File: src/rtl/erm_pkg.sv
// Shared types, constants and arithmetic helpers for the Euler rotation matrix core.
// Used by erm_front, erm_queue, erm_back and euler_rotation_matrix_core.
package erm_pkg;

   localparam int ANGLE_BITS  = 16;
   localparam int FRAC_BITS   = 14;
   localparam int OUT_W       = FRAC_BITS + 2;
   localparam int WORK_BITS   = 31;
   localparam int MAG_W       = 32;
   localparam int ACC_W       = 35;
   localparam int PROD_W      = 64;
   localparam int ROUNDS      = 7;
   localparam int SIN_TERMS   = 6;
   localparam int QUEUE_DEPTH = 4;
   localparam int NUM_ANGLES  = 3;

   localparam logic [33:0]      PI_Q31   = 34'd6746518852;
   localparam logic [MAG_W-1:0] WORK_ONE = MAG_W'(1) << WORK_BITS;

   typedef struct packed {
      logic [ANGLE_BITS-1:0] angle_about_x;
      logic [ANGLE_BITS-1:0] angle_about_y;
      logic [ANGLE_BITS-1:0] angle_about_z;
   } req_type;

   typedef struct packed {
      logic signed [OUT_W-1:0] m00;
      logic signed [OUT_W-1:0] m01;
      logic signed [OUT_W-1:0] m02;
      logic signed [OUT_W-1:0] m10;
      logic signed [OUT_W-1:0] m11;
      logic signed [OUT_W-1:0] m12;
      logic signed [OUT_W-1:0] m20;
      logic signed [OUT_W-1:0] m21;
      logic signed [OUT_W-1:0] m22;
   } rsp_type;

   typedef struct packed {
      logic             neg;
      logic [MAG_W-1:0] mag;
   } sm_type;

   typedef struct packed {
      sm_type [NUM_ANGLES-1:0] sn;
      sm_type [NUM_ANGLES-1:0] cs;
   } trig_res_type;

   function automatic int sin_div(int k);
      return (2 * k) * (2 * k + 1);
   endfunction

   function automatic int cos_div(int k);
      return (2 * k - 1) * (2 * k);
   endfunction

   function automatic logic [MAG_W-1:0] round_q31(logic [PROD_W-1:0] p);
      logic [PROD_W-1:0] t;
      t = p + (PROD_W'(1) << (WORK_BITS - 1));
      return t[WORK_BITS+MAG_W-1:WORK_BITS];
   endfunction

   function automatic logic signed [ACC_W-1:0] sm_to_signed(sm_type v);
      logic signed [ACC_W-1:0] m;
      m = $signed({{(ACC_W-MAG_W){1'b0}}, v.mag});
      return v.neg ? -m : m;
   endfunction

   function automatic logic [OUT_W-1:0] to_out(logic signed [ACC_W-1:0] v);
      logic [ACC_W-1:0] m;
      logic [ACC_W-1:0] lim;
      m   = v[ACC_W-1] ? ACC_W'(-v) : ACC_W'(v);
      m   = (m + (ACC_W'(1) << (WORK_BITS - FRAC_BITS - 1))) >> (WORK_BITS - FRAC_BITS);
      lim = ACC_W'(1) << FRAC_BITS;
      if (m > lim) begin
         m = lim;
      end
      return v[ACC_W-1] ? OUT_W'(-m) : OUT_W'(m);
   endfunction

endpackage

File: src/rtl/erm_queue.sv
// Short queue between the trig front end and the matrix back end.
// Depends on erm_pkg.
module erm_queue (
   input  logic                  clock,
   input  logic                  reset,
   input  logic                  push,
   input  erm_pkg::trig_res_type push_data,
   output logic                  full,
   input  logic                  pop,
   output logic                  not_empty,
   output erm_pkg::trig_res_type pop_data
);

   localparam int PTR_W = $clog2(erm_pkg::QUEUE_DEPTH);

   erm_pkg::trig_res_type mem_ff [erm_pkg::QUEUE_DEPTH];
   logic [PTR_W-1:0]      wr_ptr_ff;
   logic [PTR_W-1:0]      wr_ptr_in;
   logic [PTR_W-1:0]      rd_ptr_ff;
   logic [PTR_W-1:0]      rd_ptr_in;
   logic [PTR_W:0]        count_ff;
   logic [PTR_W:0]        count_in;
   logic                  do_push;
   logic                  do_pop;

   assign full      = count_ff == (PTR_W+1)'(erm_pkg::QUEUE_DEPTH);
   assign not_empty = count_ff != '0;
   assign do_push   = push && !full;
   assign do_pop    = pop && not_empty;
   assign pop_data  = mem_ff[rd_ptr_ff];
   assign wr_ptr_in = do_push ? wr_ptr_ff + 1'b1 : wr_ptr_ff;
   assign rd_ptr_in = do_pop ? rd_ptr_ff + 1'b1 : rd_ptr_ff;

   always_comb begin
      count_in = count_ff;
      if (do_push && !do_pop) begin
         count_in = count_ff + 1'b1;
      end else if (do_pop && !do_push) begin
         count_in = count_ff - 1'b1;
      end
   end

   always_ff @(posedge clock) begin
      if (reset) begin
         wr_ptr_ff <= '0;
         rd_ptr_ff <= '0;
         count_ff  <= '0;
      end else begin
         wr_ptr_ff <= wr_ptr_in;
         rd_ptr_ff <= rd_ptr_in;
         count_ff  <= count_in;
      end
   end

   always_ff @(posedge clock) begin
      if (do_push) begin
         mem_ff[wr_ptr_ff] <= push_data;
      end
   end

endmodule

File: config.mk
export PLATFORM = sky130hd
export DESIGN_NAME = erm_queue
export DESIGN_NICKNAME = d
export VERILOG_FILES = /design/src/rtl/erm_pkg.sv /design/src/rtl/erm_queue.sv
export SDC_FILE = /design/constraint.sdc
export NUM_CORES = 1
export LEC_CHECK = 0
export ABC_AREA = 1
export BUFFER_PORTS_ARGS = -buffer_cell sky130_fd_sc_hd__buf_2
export CAP_MARGIN = 20
export CORE_AREA = 2 2 232 234
export CTS_CLUSTER_DIAMETER = 60
export DETAILED_ROUTE_END_ITERATION = 10
export DIE_AREA = 0 0 234 236
export PLACE_DENSITY = 0.86
export REMOVE_ABC_BUFFERS = 1
export SYNTH_ARGS = -nofsm -noshare
export SYNTH_HDL_FRONTEND = slang
export SYNTH_SLANG_ARGS = --single-unit
File: constraint.sdc
create_clock -name clock -period 14.8 [get_ports clock]
set_clock_uncertainty 0.15 [all_clocks]
set_input_delay 4.44 -clock clock [delete_from_list [all_inputs] [get_ports clock]]
set_output_delay 4.44 -clock clock [all_outputs]
set_load 0.03 [all_outputs]
==> results, run 1 <==
- The tree is rooted in a clkbuf_16.
- Row generation in the floorplan step produced 85 rows.
- The count of unresolved DRC violations after routing is 0.
- The number of levels the H-tree was split into is 3.
- The largest incremental delay on the critical path is around 970 ps.
- The aggregate routed wire length is slightly below 70 mm.
- The upper clock frequency limit is approximately 0.11 GHz.
- Synthesis handed over a netlist of around 2000 instances.
- The critical path is of the register to output pin type.
- The routed layout has about 19000 vias.
- In this run the cell area of the synthesized design comes to about 0.030 sq mm.
- Buffers added to address setup during post-CTS repair amount to 0.
- The net count reported at finish is ~2600.
- The cell type with the largest total area after synthesis is edfxtp_1.
- The average size of a mapped cell is 15.05 sq um.
- The worst hold path belongs to the class register to register.
- Sequential elements use 80.27% of the synthesized area.
- The die is about 240 um tall.
- The area of the multi-input gates is approximately 0.0050 sq mm.
- The leakage power is 12.01 nW.
- The capturing instance or port of the critical path is pop_data[96].
- Adding up every negative setup slack in the final design gives 0 ps.
- The most numerous cell type found on the critical path is buf_4.
- The clock tree from TritonCTS is done.
- The synthesized design devotes to its leading area cell type 79.66% of total area.
- TritonCTS created around 80 clock buffers.
- The number of storage elements in the synthesis netlist is around 800.
- The number of instances resized during post-cts repair is 0.
- The via count of the first global-routing pass is roughly 19000.
- Setup violations remaining at the end of the flow were counted as 0.
- The max-slew violation total from the final report is 0.
- The DRC violation total after the first TritonRoute iteration is ~1600.
- After clock tree synthesis, the flow added hold-fix buffers numbering 0.
- Data arrives at the worst endpoint at ~4700 ps.
- Once the floorplan was initialized, standard cells occupied about 56% of the core.
- The largest individual stage delay along the critical path comes from the cell buf_4.
- The total buffers and inverters traversed by the critical path is 4.
- The register-to-register path setup slack is 11370 ps.
- The power density normalized to cell area is approximately 190 mW/mm^2.
- The netlist uses 22 different library cells.
- The kind of cell with the highest combined delay on the critical path is buffers and inverters.
- The area of the die is ~0.055 sq mm.
- The data required time of the worst path is around 10000 ps.
- The number of antenna violations at the first check in global routing was 27.
- The first-pass detailed-route iteration total is 6.
- The count of buffers inserted at the top-level ports is around 400.
- The count of endpoints failing hold in the final timing report is 0.
- Counting along the longest clock path gives a buffer depth of 3.
- The worst-case vdd ir drop is a little over 0.2 mV.
- The final RePlAce weighted congestion is between 0.8 and 0.9.
- Of all nets on the critical path, the largest fanout is 193.
- Walking the worst path, the cells encountered are clkinv_8 > buf_4 > buf_4 > o21ai_0 > o22ai_1 > buf_2.
- Counting buffers and inverters, the worst setup path is 6 cells deep.
- The detail-routed via count per cell is 5.980.
- The worst register-to-register path begins at count_ff[0].
- The max-capacitance violation count is 0.
- The remaining antenna violation count is 0.
- In the final layout, flip-flops and latches occupy 0.02397 sq mm.
- After detailed routing, the average wire length per cell comes to between 20 and 25 um.
- Setup repair after global routing left no endpoint under its margin.
- The share of the clock period used by the worst path is 62.42%.
- The actual slew at the worst max-slew pin is 1330 ps.
- The capturing element type of the critical path is an output pin.
- STA classifies the critical path startpoint as a register.
- At the later pin of the worst-skew pair, clock insertion delay measures approximately 600 ps.
- Entering global routing, the biggest net connects about 230 pins.
- The number of clock sinks is between 800 and 900.
- From synthesis to final layout, the design area changed by 15.95%.
- For the worst flop-to-flop path, the logic depth is 6.
- For this design the top-level I/O count stands at between 400 and 500.
- The area inside the core boundary is about 0.053 sq mm.
- The first global-routing pass estimated just over 100 mm of wire.
- The number of fill cells in the layout is 3512.
- The total congestion overflow after global routing is 0.
- Summed over all nets, the half-perimeter wirelength after detailed placement is ~38 mm.
- The reg-to-reg endpoint is mem_ff[1][196].
- Ranked by total cell area, the synthesized netlist is headed by edfxtp_1 80%, nor2_1 5.2%, o21ai_0 4.8%.
- The number of warnings printed during yosys synthesis is 0.
- Cells with a size suffix above 1 make up about 22% of the layout.
- The global-route usage over all layers is between 20% and 30%.
- The tightest hold path in the finished design has a slack of 372.4 ps.
- The flow ran to the end, and the final reports show no timing, DRC or antenna violations.
- The clock period minus worst slack is between 9000 and 10000 ps.
- Measured against its own limit, the worst slew margin works out to a little under an eighth.
- The clock slew at the register clock pins of the worst setup and hold paths is around 60 ps.
- The die is about 230 um wide.
## registers in the layout (all words and copies together) (netlist names), named ones only
| name | flops |
|---|---|
| wr_ptr_ff | 2 |
| rd_ptr_ff | 2 |
| mem_ff | 792 |
| count_ff | 3 |
## cell families (layout without fill, tap and decap cells)
group                    Yosys count  count (layout)  synth area share, %
AO/OA/AOI/OAI                    598             598                10.85
XOR/XNOR                           1               1              0.02934
adder cells (fa/ha/maj)            6               6               0.2766
buffers and inverters            147             576                3.135
flip-flops                       801             801                80.27
other                              0              19                    0
AND/OR/NAND/NOR                  430             430                5.436
## cell usage after synthesis, drive strengths merged
cell type    n
dfxtp        9
nand3        4
clkbuf      66
nor2       410
a21oi        3
xor2         1
buf         64
edfxtp     792
nand3b       1
ha           5
nand2       15
o22ai      198
inv         17
o21ai      397
fa           1
## layout make-up
class,count,share of cell area [%]
repair buffers,419,6.333
diodes,19,0.1374
well taps,696,2.516
flip-flops and latches,801,69.25
clock inverters,39,1.121
multi-input cells,1035,14.40
inverters,17,0.2350
clock buffers,101,6.008
## worst register-to-register path, cell delays in order, from the launching register on
cell     delay, ps
dfxtp_1        410
nor2_1         110
nand2_1        170
nand2_1        300
nor2_4         220
buf_12         650
buf_4          980
## metal layers
metal	global-route usage [%]	share of wire, %	wire length [um]	vias up
li1	-	-	-	8293
met1	29.24	37	25020	9261
met2	41.08	51	34850	949
met3	5.899	8.6	5924	179
met4	11.53	3.8	2638	16
met5	0	0.15	105	-
## how the worst min path moves through the flow
stage | startpoint | endpoint | slack, ps | depth (start not counted)
floorplan | rd_ptr_ff[1] | register | 310 | 2
global placement | rd_ptr_ff[1] | register | 320 | 2
detailed placement | rd_ptr_ff[1] | register | 340 | 2
CTS | rd_ptr_ff[1] | register | 370 | 2
global route | rd_ptr_ff[0] | register | 410 | 2
finish | rd_ptr_ff[1] | register | 370 | 2
## where the power goes
part / leakage (nW) / switching, mW / internal [mW]
registers: 7.33 / 0.0880 / 2.76
logic: 3.47 / 1.37 / 0.433
clock network: 1.21 / 0.804 / 1.12
total: 12.0 / 2.26 / 4.31
## layout by cell type (no fill, tap or decap), drive strengths merged, types with 7 or more instances in the layout
master  count
clkbuf    101
dfxtp       9
bufinv      7
clkinv     27
inv        21
nand2      15
edfxtp    792
buf       419
nor2      410
o22ai     198
o21ai     397
diode      19
## through the flow
step                setup WS, ps  std cells  util (%)  power [mW]  area [sq um]
floorplan                  630.7       1853         -       4.152         28990
global route                5297       3126     65.22       6.816         34610
detailed placement          6262       2968     60.49       4.682         32100
global placement            6458       2968     60.49       4.612         32100
finish                      5562       3127     65.22       6.572         34610
CTS                         5592       3108     65.14       6.597         34570
No activity file was read; power rests on OpenSTA's default activity.
==> run 2, diff against run 1 <==
Settings changed: ABC_AREA 1 to 0, CORE_AREA 2 2 232 234 to 2 2 229 231, DIE_AREA 0 0 234 236 to 0 0 231 233.
Clock period 14.8 ns to 9.2 ns, I/O delays scaled along.
==> run 2 against run 1 <==
Compared with the run above:
- register-to-register slack got worse by 5400 ps
- utilization increased by 1.9 points
- combinational power increased by 53%
- critical path depth decreased by 3
- non-clock buffer count decreased by 5
- global-route usage decreased by 0.67 points
- total power increased by 59%
- sequential share of layout area increased by 0.62 points
- synthesized cell count decreased by 45%
- clock-buffer cell count decreased by 7
- critical endpoint is now pop_data[105]
==> results, run 2 <==
- The reported net switching power is 3.219 mW.
- The master cell of the clock root buffer is clkbuf_16.
- After floorplanning, the core was divided into between 80 and 90 placement rows.
- The number of fill cells in the layout is approximately 3000.
- Leaving out fill and tap cells, the most frequent cell in the layout is edfxtp_1.
- The congestion estimate from routability-driven global placement came to between 0.7 and 0.8.
- The hold path startpoint is count_ff[2].
- The count of endpoints failing hold in the final timing report is 0.
- Yosys mapped the design onto 21 distinct sky130hd cell types.
- Yosys attributes the largest share of cell area to edfxtp_1 82%, mux4_2 15%, dfxtp_1 0.62%.
- After the flow finishes, the layout carries non-filler instances totaling 2284.
- In the routed layout, each cell is associated on average with a via count of 5.945.
- The starting density of the core is about 57%.
- edfxtp_1 is the most common cell in the netlist.
- The critical path goes through buf_4 > mux4_2 > buf_2.
- Derived from the worst setup path, the maximum achievable clock frequency is 0.1648 GHz.
- The flow ran to the end, and the final reports show no timing, DRC or antenna violations.
- The later-pin clock latency in the skew report is 600 ps.
- The most used flip-flop cell after synthesis is edfxtp_1.
- Cell internal power was estimated by the tool at about 7.2 mW.
- Summed over its instances, the top area cell type makes up between 80% and 90% of the synthesized netlist area.
- The register-to-register path setup slack is 6020 ps.
- The number of flops mapped to enable cells by yosys is just under 800.
- The sequential-to-total area share from yosys stat is approximately 83%.
- The count of unresolved DRC violations after routing is 0.
- The startpoint identified for the worst register-to-register timing path is count_ff[0].
- The number of top-level pins is roughly 400.
- The max-capacitance violation count is 0.
- Averaged over all synthesized cells, the footprint is between 20 and 30 sq um.
- The type of origin of the critical path is a register.
- Setup violations remaining at the end of the flow were counted as 0.
- In this run the worst path has a maximum fanout of a little under 70.
- The post-route core utilization is 67.14%.
- The sequential share of power is 43.5%.
- The max-slew violation total from the final report came to 0.
- The pin count of the biggest net entering global routing is 112.
- The post-detailed-placement half-perimeter wirelength is between 30 and 40 mm.
- VDD sags by at most between 0.2 and 0.25 mV.
- The first-pass GRT wire length is ~90 mm.
- In this run, placement finished with an instance count of roughly 2100.
- The number of antenna violations at the first check in global routing is 20.
- The global-route usage over all layers is roughly a quarter.
- The actual slew at the worst max-slew pin is 1050 ps.
- Counting flops and latches in the post-synthesis netlist gives 801.
- The number of buffers created by CTS is 78.
- The post-synthesis instance area is 0.02901 sq mm.
- The leakage power is approximately 11 nW.
- The critical path contains buffers and inverters numbering 2 combined.
- The share of the clock period used by the worst path is 65.97%.
- The aggregate routed wire length is about 63 mm.
- From bottom edge to top edge, the die measures 233 um.
- The number of clock sinks is around 800.
- In the layout the commonest cells are 792 x edfxtp_1, 401 x buf_2, 198 x mux4_2.
- Across all hold checks on the routed design, the worst slack comes to between 300 and 400 ps.
- The register bank with the most flops is mem_ff.
- The remaining antenna violation count is 0.
- The power density normalized to cell area is roughly 300 mW/mm^2.
- Among cell families on the critical path, the largest total delay comes from buffers and inverters.
- Once the clock tree was built, the setup fixing pass inserted 0 buffers.
- The headroom to the max-slew limit is 29.98%.
- The die is 231 um wide.
- The clock period minus worst slack is a little over 6000 ps.
- The share of total power consumed by net switching is roughly 31%.
- The area inside the core boundary is between 0.05 and 0.06 sq mm.
- The type of the worst setup path is register to output pin.
- Counting along the longest clock path gives a buffer depth of 3.
- The clock network burns a little under a third of the power.
- Setup repair after global routing left no endpoint under its margin.
- The hold buffer count at cts is 0.
- The number of levels the H-tree was split into is 3.
- The net count reported at finish is 1739.
- The largest incremental delay on the critical path is ~900 ps.
- The endpoint arrival time on the critical path is 3160 ps.
- For this block, the via count after detailed routing is about 14000.
- Synthesis handed over a netlist of approximately 1100 instances.
- The count of buffers inserted at the top-level ports is about 400.
- The DRC violation total after the first TritonRoute iteration is between 1000 and 1500.
- At the worst endpoint, the required time is around 6300 ps.
- The largest registers in the layout are mem_ff x792, count_ff x3.
- The clock tree from TritonCTS is done.
- By count the netlist is led by 792 x edfxtp_1, 198 x mux4_2, 22 x buf_2.
- After clock tree synthesis, the clock-pin slew on the worst setup and hold paths is 60 ps.
- In this run, post-CTS repair resized a total of 0 instances.
- The capturing element type of the critical path is an output pin.
- The die covers 0.05382 sq mm.
- The pre-antenna-repair detailed-routing pass consisted of 5 iterations.
- The number of warnings printed during yosys synthesis is 0.
- The mean routed wirelength per cell is 27.41 um.
- The layout overhead on the synthesized area is 18.27%.
- The via count of the first global-routing pass is approximately 14000.
- The register with the most flip-flops in the layout has roughly 800 of them.
- After global routing the overflow that remains totals 0.
- The kind of path behind the tightest hold check is register to register.
- In the final layout, the share of cells above drive strength 1 is a little under half.
- Of all flip-flops after synthesis, the portion carrying an async set or reset was 0%.
- For this design, the slowest cell found on the critical path is buf_4.
- The cell type with the largest total area after synthesis is edfxtp_1.
- The share of power burned in combinational logic is a little over a quarter.
## run 2: cell count changes after synthesis, moves of 11 or more
cell	delta
o21ai_1	-113
mux4_2	+198
nand2_1	-15
o22ai_1	-198
inv_1	-11
clkbuf_1	-58
nor2_1	-404
buf_6	-25
o21ai_0	-282
## run 2: layout make-up
class,instances,area (sq um),share of cell area (%)
Sequential cell,801,23970,69.87
Multi-Input combinational cell,232,4730,13.79
Timing Repair Buffer,414,2180,6.353
Clock buffer,94,2076,6.051
Tap cell,680,850.8,2.480
Clock inverter,49,459.2,1.339
Antenna cell,10,25.02,0.07294
Inverter,4,15.01,0.04377
## run 2: worst paths after layout
kind                                 endpoint  depth (start not counted)
worst max-delay path            pop_data[105]                          3
worst min-delay path              count_ff[2]                          2
worst max register to register  mem_ff[1][98]                          4
worst min register to register    count_ff[2]                          2
## run 2: logic make-up (layout without fill, tap and decap cells)
family	Yosys count	count (layout)	share of synthesized area [%]
flip-flops	801	801	82.61
multiplexers	200	200	15.44
adder cells (fa/ha/maj)	6	6	0.2847
buffers and inverters	49	561	1.117
AND/OR/NAND/NOR	16	16	0.2976
other	0	10	0
XOR/XNOR	4	4	0.1208
AO/OA/AOI/OAI	6	6	0.1251
## run 2: power by group through the flow
stage	registers, mW	clock network (mW)	logic [mW]
detailed placement	4.61	0	2.74
global placement	4.58	0	2.71
CTS	4.55	3.21	2.78
global route	4.57	3.35	2.88
finish	4.54	3.15	2.75
floorplan	4.79	0	1.96
## run 2: stage by stage
stage	total power [mW]	setup TNS (ps)	setup slack, ps	instance area [sq um]
after floorplan	6.750	-555370	-2805	28700
after global placement	7.283	0	3674	31750
after detailed placement	7.352	0	3706	31750
after CTS	10.55	0	3115	34280
after global routing	10.80	0	2988	34300
final	10.44	0	3130	34310
## run 2: routing by layer
layer / up-vias / GRT usage [%] / wire length [um]
met2: 677 / 40.39 / 33190
met4: 22 / 8.609 / 2009
li1: 5618 / - / -
met1: 7109 / 28.71 / 21760
met3: 152 / 6.998 / 5490
met5: - / 0 / 145
## run 2: worst min-delay path, delay by kind of cell (launching register included)
family          cells  cell delay, ps
flops               1             340
compound gates      2             140
